[src/design/afu_pkg.sv]
`timescale 1ns / 1ps
`default_nettype none
// ----------------------------------------------------------------------------
// afu_pkg
// Shared constants, command codes and piecewise-linear sigmoid/tanh tables
// for the activation function unit.
// ----------------------------------------------------------------------------
package afu_pkg;

  // segment count of the sigmoid/tanh tables over [-8, +8]; a power of two
  localparam int TABLE_SEGMENTS = 32;

  localparam int SPAN_Q10      = 16384;
  localparam int HALF_SPAN_Q10 = 8192;
  localparam int ONE_Q10       = 1024;
  localparam int SEG_W         = SPAN_Q10 / TABLE_SEGMENTS;
  localparam int SEG_SH        = $clog2(SEG_W);
  localparam int K_W           = $clog2(TABLE_SEGMENTS);

  // table entries are Q0.16 in [-65536, 65536]
  localparam int TAB_W = 18;

  localparam int ADDR_W = 3;
  localparam int DATA_W = 32;
  localparam int LEAK_W = 16;
  localparam logic [LEAK_W-1:0] LEAK_RESET = 16'd655;
  localparam logic REG_LEAK_COEF = 1'b0;

  localparam longint ONE_Q30 = longint'(1) << 30;

  typedef enum logic [3:0] {
    CMD_IDENT   = 4'd0,
    CMD_STEP    = 4'd1,
    CMD_SIGMOID = 4'd2,
    CMD_TANH    = 4'd3,
    CMD_RELU    = 4'd4,
    CMD_LEAKY   = 4'd5,
    CMD_D_IDENT = 4'd6,
    CMD_D_STEP  = 4'd7,
    CMD_D_SIG   = 4'd8,
    CMD_D_TANH  = 4'd9,
    CMD_D_RELU  = 4'd10,
    CMD_D_LEAKY = 4'd11
  } cmd_e;

  typedef struct packed {
    logic s1;
    logic s2;
    logic s3;
  } afu_adv_t;

  typedef logic signed [TAB_W-1:0] tab_t [TABLE_SEGMENTS+1];

  // unsigned quotient by shift and subtract
  function automatic longint unsigned udiv(input longint unsigned num,
                                           input longint unsigned den);
    longint unsigned quo;
    longint unsigned rem;
    int              i;
    quo = '0;
    rem = '0;
    for (i = 63; i >= 0; i--) begin
      rem = {rem[62:0], num[i]};
      if (rem >= den) begin
        rem    = rem - den;
        quo[i] = 1'b1;
      end
    end
    return quo;
  endfunction

  // exp(-f/1024) in Q2.30, truncated Taylor series
  function automatic longint exp_frac(input longint unsigned f);
    longint unsigned term;
    longint          sum;
    int              i;
    term = longint'(ONE_Q30);
    sum  = ONE_Q30;
    for (i = 1; i <= 16; i++) begin
      term = udiv(term * f, 64'(1024 * i));
      if (i[0]) begin
        sum = sum - longint'(term);
      end else begin
        sum = sum + longint'(term);
      end
    end
    return sum;
  endfunction

  // exp(-t/1024) in Q2.30
  function automatic longint exp_q30(input longint unsigned t);
    longint unsigned e1;
    longint unsigned r;
    longint unsigned n;
    int              i;
    e1 = longint'(exp_frac(longint'(1024)));
    r  = longint'(exp_frac(t & longint'(1023)));
    n  = t >> 10;
    for (i = 0; i < 16; i++) begin
      if (longint'(i) < n) begin
        r = (r * e1) >> 30;
      end
    end
    return longint'(r);
  endfunction

  function automatic longint tab_entry(input int k, input bit tanh_sel);
    longint u;
    longint b;
    longint a;
    longint e;
    longint den;
    longint v;
    u = (longint'(SPAN_Q10) * longint'(k)) / TABLE_SEGMENTS;
    b = u - longint'(HALF_SPAN_Q10);
    a = (b < 0) ? -b : b;
    if (tanh_sel) begin
      e   = exp_q30(longint'(2) * a);
      den = ONE_Q30 + e;
      v   = longint'(udiv((ONE_Q30 - e) * longint'(65536) + den / 2, den));
      return (b < 0) ? -v : v;
    end
    e   = exp_q30(a);
    den = ONE_Q30 + e;
    v   = longint'(udiv((longint'(1) << 46) + den / 2, den));
    return (b < 0) ? longint'(65536) - v : v;
  endfunction

  function automatic tab_t build_tab(input bit tanh_sel);
    tab_t t;
    int   k;
    for (k = 0; k <= TABLE_SEGMENTS; k++) begin
      t[k] = TAB_W'(tab_entry(k, tanh_sel));
    end
    return t;
  endfunction

  localparam tab_t SIG_TAB  = build_tab(1'b0);
  localparam tab_t TANH_TAB = build_tab(1'b1);

  function automatic logic signed [15:0] sat_q10(input logic signed [19:0] v);
    if (v > 20'sd32767) begin
      return 16'sh7fff;
    end
    if (v < -20'sd32768) begin
      return 16'sh8000;
    end
    return v[15:0];
  endfunction

endpackage
`default_nettype wire

[src/design/afu_interp.sv]
`timescale 1ns / 1ps
`default_nettype none
// ----------------------------------------------------------------------------
// afu_interp
// Three-stage piecewise-linear sigmoid/tanh evaluation: segment lookup,
// slope multiply, truncating add. Result is Q0.16.
// ----------------------------------------------------------------------------
module afu_interp (
  input  wire                                    clk_i,
  input  wire afu_pkg::afu_adv_t                 adv_i,
  input  wire logic signed [15:0]                x_value_i,
  input  wire logic                              use_tanh_i,
  output logic signed [afu_pkg::TAB_W-1:0]       a_value_o
);

  localparam int TAB_W  = afu_pkg::TAB_W;
  localparam int SEG_SH = afu_pkg::SEG_SH;
  localparam int K_W    = afu_pkg::K_W;
  localparam int DIFF_W = TAB_W + 1;
  localparam int PD_W   = DIFF_W + SEG_SH + 1;

  logic signed [16:0]       u;
  logic                     below;
  logic                     above;
  logic [K_W:0]             idx;
  logic [K_W:0]             idx1;
  logic signed [TAB_W-1:0]  tab_k;
  logic signed [TAB_W-1:0]  tab_k1;
  logic signed [TAB_W-1:0]  tab_lo;
  logic signed [TAB_W-1:0]  tab_hi;

  logic signed [TAB_W-1:0]  base1_d, base1_q;
  logic signed [DIFF_W-1:0] diff1_d, diff1_q;
  logic [SEG_SH-1:0]        off1_d, off1_q;

  logic signed [TAB_W-1:0]  base2_q;
  logic signed [PD_W-1:0]   pd2_d, pd2_q;

  logic signed [PD_W-1:0]   pd_neg;
  logic signed [PD_W-1:0]   sh_pos;
  logic signed [PD_W-1:0]   sh_neg;
  logic signed [PD_W-1:0]   q;
  logic signed [PD_W-1:0]   sum;
  logic signed [TAB_W-1:0]  a3_d, a3_q;

  always_comb begin
    u      = 17'(x_value_i) + 17'sd8192;
    below  = (u <= 17'sd0);
    above  = (u >= 17'sd16384);
    idx    = {1'b0, u[SEG_SH+K_W-1:SEG_SH]};
    idx1   = idx + 1'b1;
    off1_d = u[SEG_SH-1:0];
    if (use_tanh_i) begin
      tab_k  = afu_pkg::TANH_TAB[idx];
      tab_k1 = afu_pkg::TANH_TAB[idx1];
      tab_lo = afu_pkg::TANH_TAB[0];
      tab_hi = afu_pkg::TANH_TAB[afu_pkg::TABLE_SEGMENTS];
    end else begin
      tab_k  = afu_pkg::SIG_TAB[idx];
      tab_k1 = afu_pkg::SIG_TAB[idx1];
      tab_lo = afu_pkg::SIG_TAB[0];
      tab_hi = afu_pkg::SIG_TAB[afu_pkg::TABLE_SEGMENTS];
    end
    if (below) begin
      base1_d = tab_lo;
      diff1_d = '0;
    end else if (above) begin
      base1_d = tab_hi;
      diff1_d = '0;
    end else begin
      base1_d = tab_k;
      diff1_d = DIFF_W'(tab_k1) - DIFF_W'(tab_k);
    end
  end

  assign pd2_d = PD_W'(diff1_q) * $signed({1'b0, off1_q});

  // divide by the segment width, truncating toward zero
  always_comb begin
    pd_neg = -pd2_q;
    sh_pos = pd2_q >>> SEG_SH;
    sh_neg = pd_neg >>> SEG_SH;
    q      = pd2_q[PD_W-1] ? -sh_neg : sh_pos;
    sum    = PD_W'(base2_q) + q;
    a3_d   = sum[TAB_W-1:0];
  end

  always_ff @(posedge clk_i) begin
    if (adv_i.s1) begin
      base1_q <= base1_d;
      diff1_q <= diff1_d;
      off1_q  <= off1_d;
    end
    if (adv_i.s2) begin
      base2_q <= base1_q;
      pd2_q   <= pd2_d;
    end
    if (adv_i.s3) begin
      a3_q <= a3_d;
    end
  end

  assign a_value_o = a3_q;

endmodule
`default_nettype wire

[config.mk]
export PLATFORM = sky130hd
export DESIGN_NAME = afu_interp
export DESIGN_NICKNAME = d
export VERILOG_FILES = /design/src/design/afu_pkg.sv /design/src/design/afu_interp.sv
export SDC_FILE = /design/constraint.sdc
export NUM_CORES = 1
export LEC_CHECK = 0
export ABC_AREA = 1
export BUFFER_PORTS_ARGS = -buffer_cell sky130_fd_sc_hd__buf_4
export CAP_MARGIN = 30
export CORE_AREA = 4 4 157 174
export CTS_BUF_LIST = sky130_fd_sc_hd__clkbuf_8
export CTS_CLUSTER_DIAMETER = 200
export DETAILED_ROUTE_END_ITERATION = 7
export DIE_AREA = 0 0 161 178
export HOLD_SLACK_MARGIN = 0.15
export PLACE_DENSITY = 0.75
export SYNTH_ARGS = -nofsm -noshare
export SYNTH_HDL_FRONTEND = slang
export SYNTH_SLANG_ARGS = --single-unit
export TNS_END_PERCENT = 10
[constraint.sdc]
create_clock -name clk_i -period 11.8 [get_ports clk_i]
set_clock_uncertainty 0.05 [all_clocks]
set_input_delay 1.18 -clock clk_i [delete_from_list [all_inputs] [get_ports clk_i]]
set_output_delay 1.18 -clock clk_i [all_outputs]
set_load 0.01 [all_outputs]
== Word-level counts from Yosys, hierarchy flattened ==
Memory sizes are Yosys's and may differ from the RTL's.
Cells that the tools add are included.

* Flip-flop bits (word level): 111
* ROM bits: 4608
* Input port bits: 21
* Output and inout bits: 18
* Logic and storage cells: 39
* Memories: 4

{| class="wikitable"
|+ Memories
! memory !! words !! bits a word !! read ports !! clocked after memory_dff !! write ports !! RTL line !! RTL
|-
| (name not given) || 64 || 18 || 1 || 0 || 0 || afu_interp.sv:60 || <nowiki>tab_k1 = afu_pkg::SIG_TAB[idx1];</nowiki>
|-
| (name not given) || 64 || 18 || 1 || 0 || 0 || afu_interp.sv:59 || <nowiki>tab_k = afu_pkg::SIG_TAB[idx];</nowiki>
|-
| (name not given) || 64 || 18 || 1 || 0 || 0 || afu_interp.sv:55 || <nowiki>tab_k1 = afu_pkg::TANH_TAB[idx1];</nowiki>
|-
| (name not given) || 64 || 18 || 1 || 0 || 0 || afu_interp.sv:54 || <nowiki>tab_k = afu_pkg::TANH_TAB[idx];</nowiki>
|}

* Add/sub/neg operators: 6
* $mul: 1
* $lt $le $gt $ge: 4
* Muxes and demuxes: 15
* Bitwise gates (word level): 2
* Reductions and logical operators: 1

{| class="wikitable"
|+ Operators by type and width
! cell !! number
|-
| 2-to-1 mux 18 bit || 14
|-
| multiplier 19 x 10 -> 29 bit || 1
|-
| negator 27 bit || 1
|-
| subtractor 18 x 18 -> 19 bit || 1
|-
| adder 18 bit || 1
|-
| negator 18 bit || 1
|-
| adder 16 x 15 -> 17 bit, second input constant || 1
|-
| >= comparator 17 x 16 -> 1 bit, second input constant || 1
|-
| less-or-equal comparator 17 x 1 -> 1 bit, second input constant || 1
|-
| 2-to-1 mux 17 bit || 1
|-
| >= comparator 7 bit, second input constant || 2
|-
| NOT 5 -> 7 bit || 1
|-
| NOT 6 -> 7 bit || 1
|-
| adder 5 x 1 -> 6 bit, second input constant || 1
|-
| OR reduction 2 bit || 1
|}

== Logic depth before layout (Yosys ltp) ==
* Word-level depth: 8
* Mapped depth: 25
* Mapped depth without buffers: 25

== Worst setup path before layout ==
No wires, ideal clock.

* Path type: reg-to-reg
* Start point: register off1_q[3]
* End point: register pd2_q[24] (data pin)
* Library setup time: 0.260 ns
* Arrival: 5.022 ns
* Required time: 11.490 ns
* Path slack: 6.468 ns
* Stages on the path, launching flop included: 21
* Path buffers: 2
* Period minus slack after synthesis: 5.332 ns
* Cells stage by stage: edfxtp_1 -> clkbuf_1 -> clkbuf_1 -> nand2_1 -> fa_1 -> inv_1 -> fa_1 -> fa_1 -> fa_1 -> inv_1 -> fa_1 -> inv_1 -> ha_1 -> a21oi_1 -> o21a_1 -> o221ai_1 -> a21oi_1 -> o21ai_0 -> nand2_1 -> nand2_1 -> xor2_1

* Cells in the longest elaborated chain, start to end: 1

{| class="wikitable"
|+ Ends and longest elaborated chain
! element !! RTL line !! RTL
|-
| from (decl) || afu_interp.sv:34 || <nowiki>logic [SEG_SH-1:0] off1_d, off1_q;</nowiki>
|-
| from (signal assigned) || afu_interp.sv:92 || <nowiki>off1_q <= off1_d;</nowiki>
|-
| multiplier 19 x 10 -> 29 bit || afu_interp.sv:76 || <nowiki>assign pd2_d = PD_W'(diff1_q) * $signed({1'b0, off1_q});</nowiki>
|-
| net pd2_d[24] || afu_interp.sv:37 || <nowiki>logic signed [PD_W-1:0] pd2_d, pd2_q;</nowiki>
|-
| to (signal assigned) || afu_interp.sv:96 || <nowiki>pd2_q <= pd2_d;</nowiki>
|-
| to (decl) || afu_interp.sv:37 ||
|}

The timed path passes the listed nets, and every way through them passes these cells.
A chain may end at the register's enable or synchronous reset.

== Worst setup path in the final report ==
* Start point: register off1_q[1]
* End point: register pd2_q[25] (data pin)

Same word-level chain as after synthesis.

==> impl_summary.log <==
INFO  metric outcome = finished clean
INFO  metric die-width = 161 um
INFO  metric htree_levels = 3
INFO  metric cts-buffers-inserted = 9
INFO  metric synth-adder-area-share = 29.0%
INFO  metric first_global_vias = 12700
INFO  metric yosys.cell_count.top_type = sky130_fd_sc_hd__inv_1
INFO  metric area_growth_syn_to_layout = 4.66%
INFO  metric portBuffers = 38
INFO  metric routed.top_layer = met4
INFO  metric synth_cells = 1929
INFO  metric synth_unique_cells = 54
INFO  metric hold_buffers = 0
INFO  metric synth-seq-area-share = 22.2%
INFO  metric nets = 2192
INFO  metric muxShareOfSynthArea = 0%
INFO  metric post_route_cells_drive_above_1_share = 5.47%
INFO  metric grt_antenna_before_repair = 0
INFO  metric post-cts-setup-buffers = 0
INFO  metric hpwlAfterDp = 32000 um
INFO  metric synth_top_cell_area_share = 22.2%
INFO  metric gp_routability_congestion = 0.987
INFO  metric async_reset_ff_share = 0%
INFO  metric antennaDiodeCount = 0
INFO  metric firstDrtPassIters = 6
INFO  metric cts_sinks = 110
INFO  metric final.setup.tns = 0 ps
INFO  metric ys.warnings.count = 0
INFO  metric path_clk_slew = 120 ps
INFO  metric synth_compound_area_share = 13.3%
INFO  metric post-route-min-period = 6070 ps
INFO  metric synthesis.nets = 2208
INFO  metric tightestPinTransition = 843 ps
INFO  metric ctsRootBufferMaster = sky130_fd_sc_hd__clkbuf_8
INFO  metric timing.max_cap.violations = 0
INFO  metric start_util = 58.7%
INFO  metric ys_dominant_reg_cell = sky130_fd_sc_hd__edfxtp_1
INFO  metric num_vias = 12900
INFO  metric globalRoute.totalOverflow = 0
INFO  metric slew_headroom = 43.8%
INFO  metric grt_usage = 28.2%
INFO  metric cts_tree = built
INFO  metric required = 11990 ps
INFO  metric mappedNetlistArea = 0.0149 mm^2
INFO  metric maximum_number_of_pins_on_one_net_before_global_route_repair = 47
INFO  metric antenna_violating_nets_remaining = 0
INFO  metric wl_met2 = 18200 um
INFO  metric met3RoutedLength = 2490 um
INFO  metric finalHoldViolCount = 0
INFO  metric cts.repair.resized = 0
INFO  metric setup_viol_count_final = 0
INFO  metric cp_max_fo = 19
INFO  metric dominant_combinational_cell_family_by_area_after_synthesis = adder cells
INFO  metric wirelength = 39500 um
INFO  metric rsz0062_at_grt = false
INFO  metric worstSetupPathType = flop to flop
INFO  metric route.layer.met1.wl = 17300 um
INFO  metric drt_first_iter_violations = 1040
INFO  metric wl_per_cell = 17.4 um
INFO  metric first_pass_grt_wire_length = 65200 um
INFO  metric clockBufferDepth = 2
INFO  metric synth-edff-count = 110
INFO  metric fp.dieArea = 0.0287 mm^2
INFO  metric row_count = 61
INFO  metric cp-end-kind = flop
INFO  metric drv_slew = 0
INFO  metric final.period_utilization = 51.5%
INFO  metric via_per_inst = 5.68
INFO  metric post_synth_and_or_nand_nor_area_fraction = 19.9%
INFO  metric die_height = 178 um
INFO  metric syn_area_per_cell = 7.72 um^2
INFO  metric boundaryPins = 39
INFO  metric nFillCells = 2316
INFO  metric worstPathArrival = 6270 ps
INFO  metric critPathLaunchType = flop
INFO  metric synth_xor_area_share = 3.47%
INFO  metric remaining_drc_errors = 0
INFO  metric core_region_area = 0.0253 mm^2
INFO  metric yosysTopAreaCell = sky130_fd_sc_hd__edfxtp_1
INFO  metric clkLatencyLatePin = 380 ps
INFO  metric hold_path_class = flop to flop
INFO  metric fmaxAchievable = 165 MHz
INFO  metric ys_ff_latch = 110
INFO  metric synth_commonest_cells = sky130_fd_sc_hd__inv_1, sky130_fd_sc_hd__nand2_1, sky130_fd_sc_hd__fa_1, sky130_fd_sc_hd__nor2_1, sky130_fd_sc_hd__ha_1
INFO  metric synth.top_cells.by_area = sky130_fd_sc_hd__edfxtp_1, sky130_fd_sc_hd__fa_1, sky130_fd_sc_hd__inv_1
[cell usage in the layout, fill, tap and decap left out, drive strengths merged, types with 2 or more instances in the layout]
cell / instances
a211oi: 4
a21boi: 5
a21o: 3
a21oi: 113
a221oi: 4
a311oi: 2
a31oi: 26
a32o: 2
a32oi: 2
a41oi: 2
and2: 2
buf: 42
clkbuf: 9
clkinv: 4
edfxtp: 110
fa: 145
ha: 113
inv: 408
nand2: 418
nand3: 65
nand3b: 5
nand4: 13
nor2: 151
nor3: 24
nor4: 5
o211ai: 15
o21a: 7
o21ai: 118
o21bai: 4
o221ai: 5
o22ai: 6
o311ai: 7
o31ai: 13
or2: 2
xnor2: 13
xor2: 46
[per-stage QoR]
| stage | cell area [um^2] | worst slack (ps) | util (%) | hold slack, ps | instances |
|---|---|---|---|---|---|
| floorplan | 14900 | 6470 | - | 350 | 1929 |
| global placement | 15300 | 5810 | 60.6 | 351 | 2247 |
| detailed placement | 15400 | 5770 | 60.6 | 355 | 2248 |
| CTS | 15600 | 5730 | 61.5 | 362 | 2264 |
| global route | 15600 | 5280 | 61.5 | 387 | 2264 |
| finish | 15600 | 5730 | 61.5 | 359 | 2264 |
[critical path: stages, from the launching register on]
cell and delay [ps]:
sky130_fd_sc_hd__edfxtp_1 730, sky130_fd_sc_hd__nand2_1 250, sky130_fd_sc_hd__inv_1 110, sky130_fd_sc_hd__fa_1 620
sky130_fd_sc_hd__inv_1 180, sky130_fd_sc_hd__fa_1 550, sky130_fd_sc_hd__inv_1 50, sky130_fd_sc_hd__fa_1 470
sky130_fd_sc_hd__fa_1 540, sky130_fd_sc_hd__inv_1 50, sky130_fd_sc_hd__fa_1 490, sky130_fd_sc_hd__inv_1 40
sky130_fd_sc_hd__ha_1 370, sky130_fd_sc_hd__nand2_1 120, sky130_fd_sc_hd__nor4_1 430, sky130_fd_sc_hd__nand2_1 90
sky130_fd_sc_hd__o211ai_1 380, sky130_fd_sc_hd__nand3_1 130, sky130_fd_sc_hd__nand2_1 100, sky130_fd_sc_hd__xor2_1 160
[flip-flops by register name, indices dropped and copies added, names as in the netlist]
register	flops
off1_q	9
diff1_q	19
base1_q	18
pd2_q	28
base2_q	18
a_value_o	18
[final timing paths]
check,from,endpoint,slack [ps],cells past startpoint
max,off1_q[1],pd2_q[25],5730,19
min,base1_q[0],base2_q[0],360,0
max reg2reg,off1_q[1],pd2_q[25],5730,19
min reg2reg,base1_q[0],base2_q[0],360,0
[routing by layer]
metal	GRT usage [%]	up-vias
met1	39.5	6119
met3	3.05	103
met4	10.2	0
li1	-	6125
met2	45.9	518
met5	0	-
[final cells by class]
type | instances | area, um^2 | area share [%]
clock buffer | 9 | 124 | 0.795
clock inverter | 7 | 101 | 0.651
inverter | 407 | 1530 | 9.81
multi-input combinational | 1343 | 9770 | 62.8
sequential | 110 | 3300 | 21.2
tap | 346 | 433 | 2.78
timing repair buffer | 42 | 313 | 2.01
[cells by family (layout without fill, tap and decap cells)]
family	after synthesis	in the layout
simple gates	686	686
buf+inv	476	465
compound gates	340	340
fa+ha+maj	258	258
flops	110	110
xor+xnor	59	59
Power is left out: the tool's default activity adds up to more than one toggle a clock period on the data nets, which glitch-free logic cannot reach.
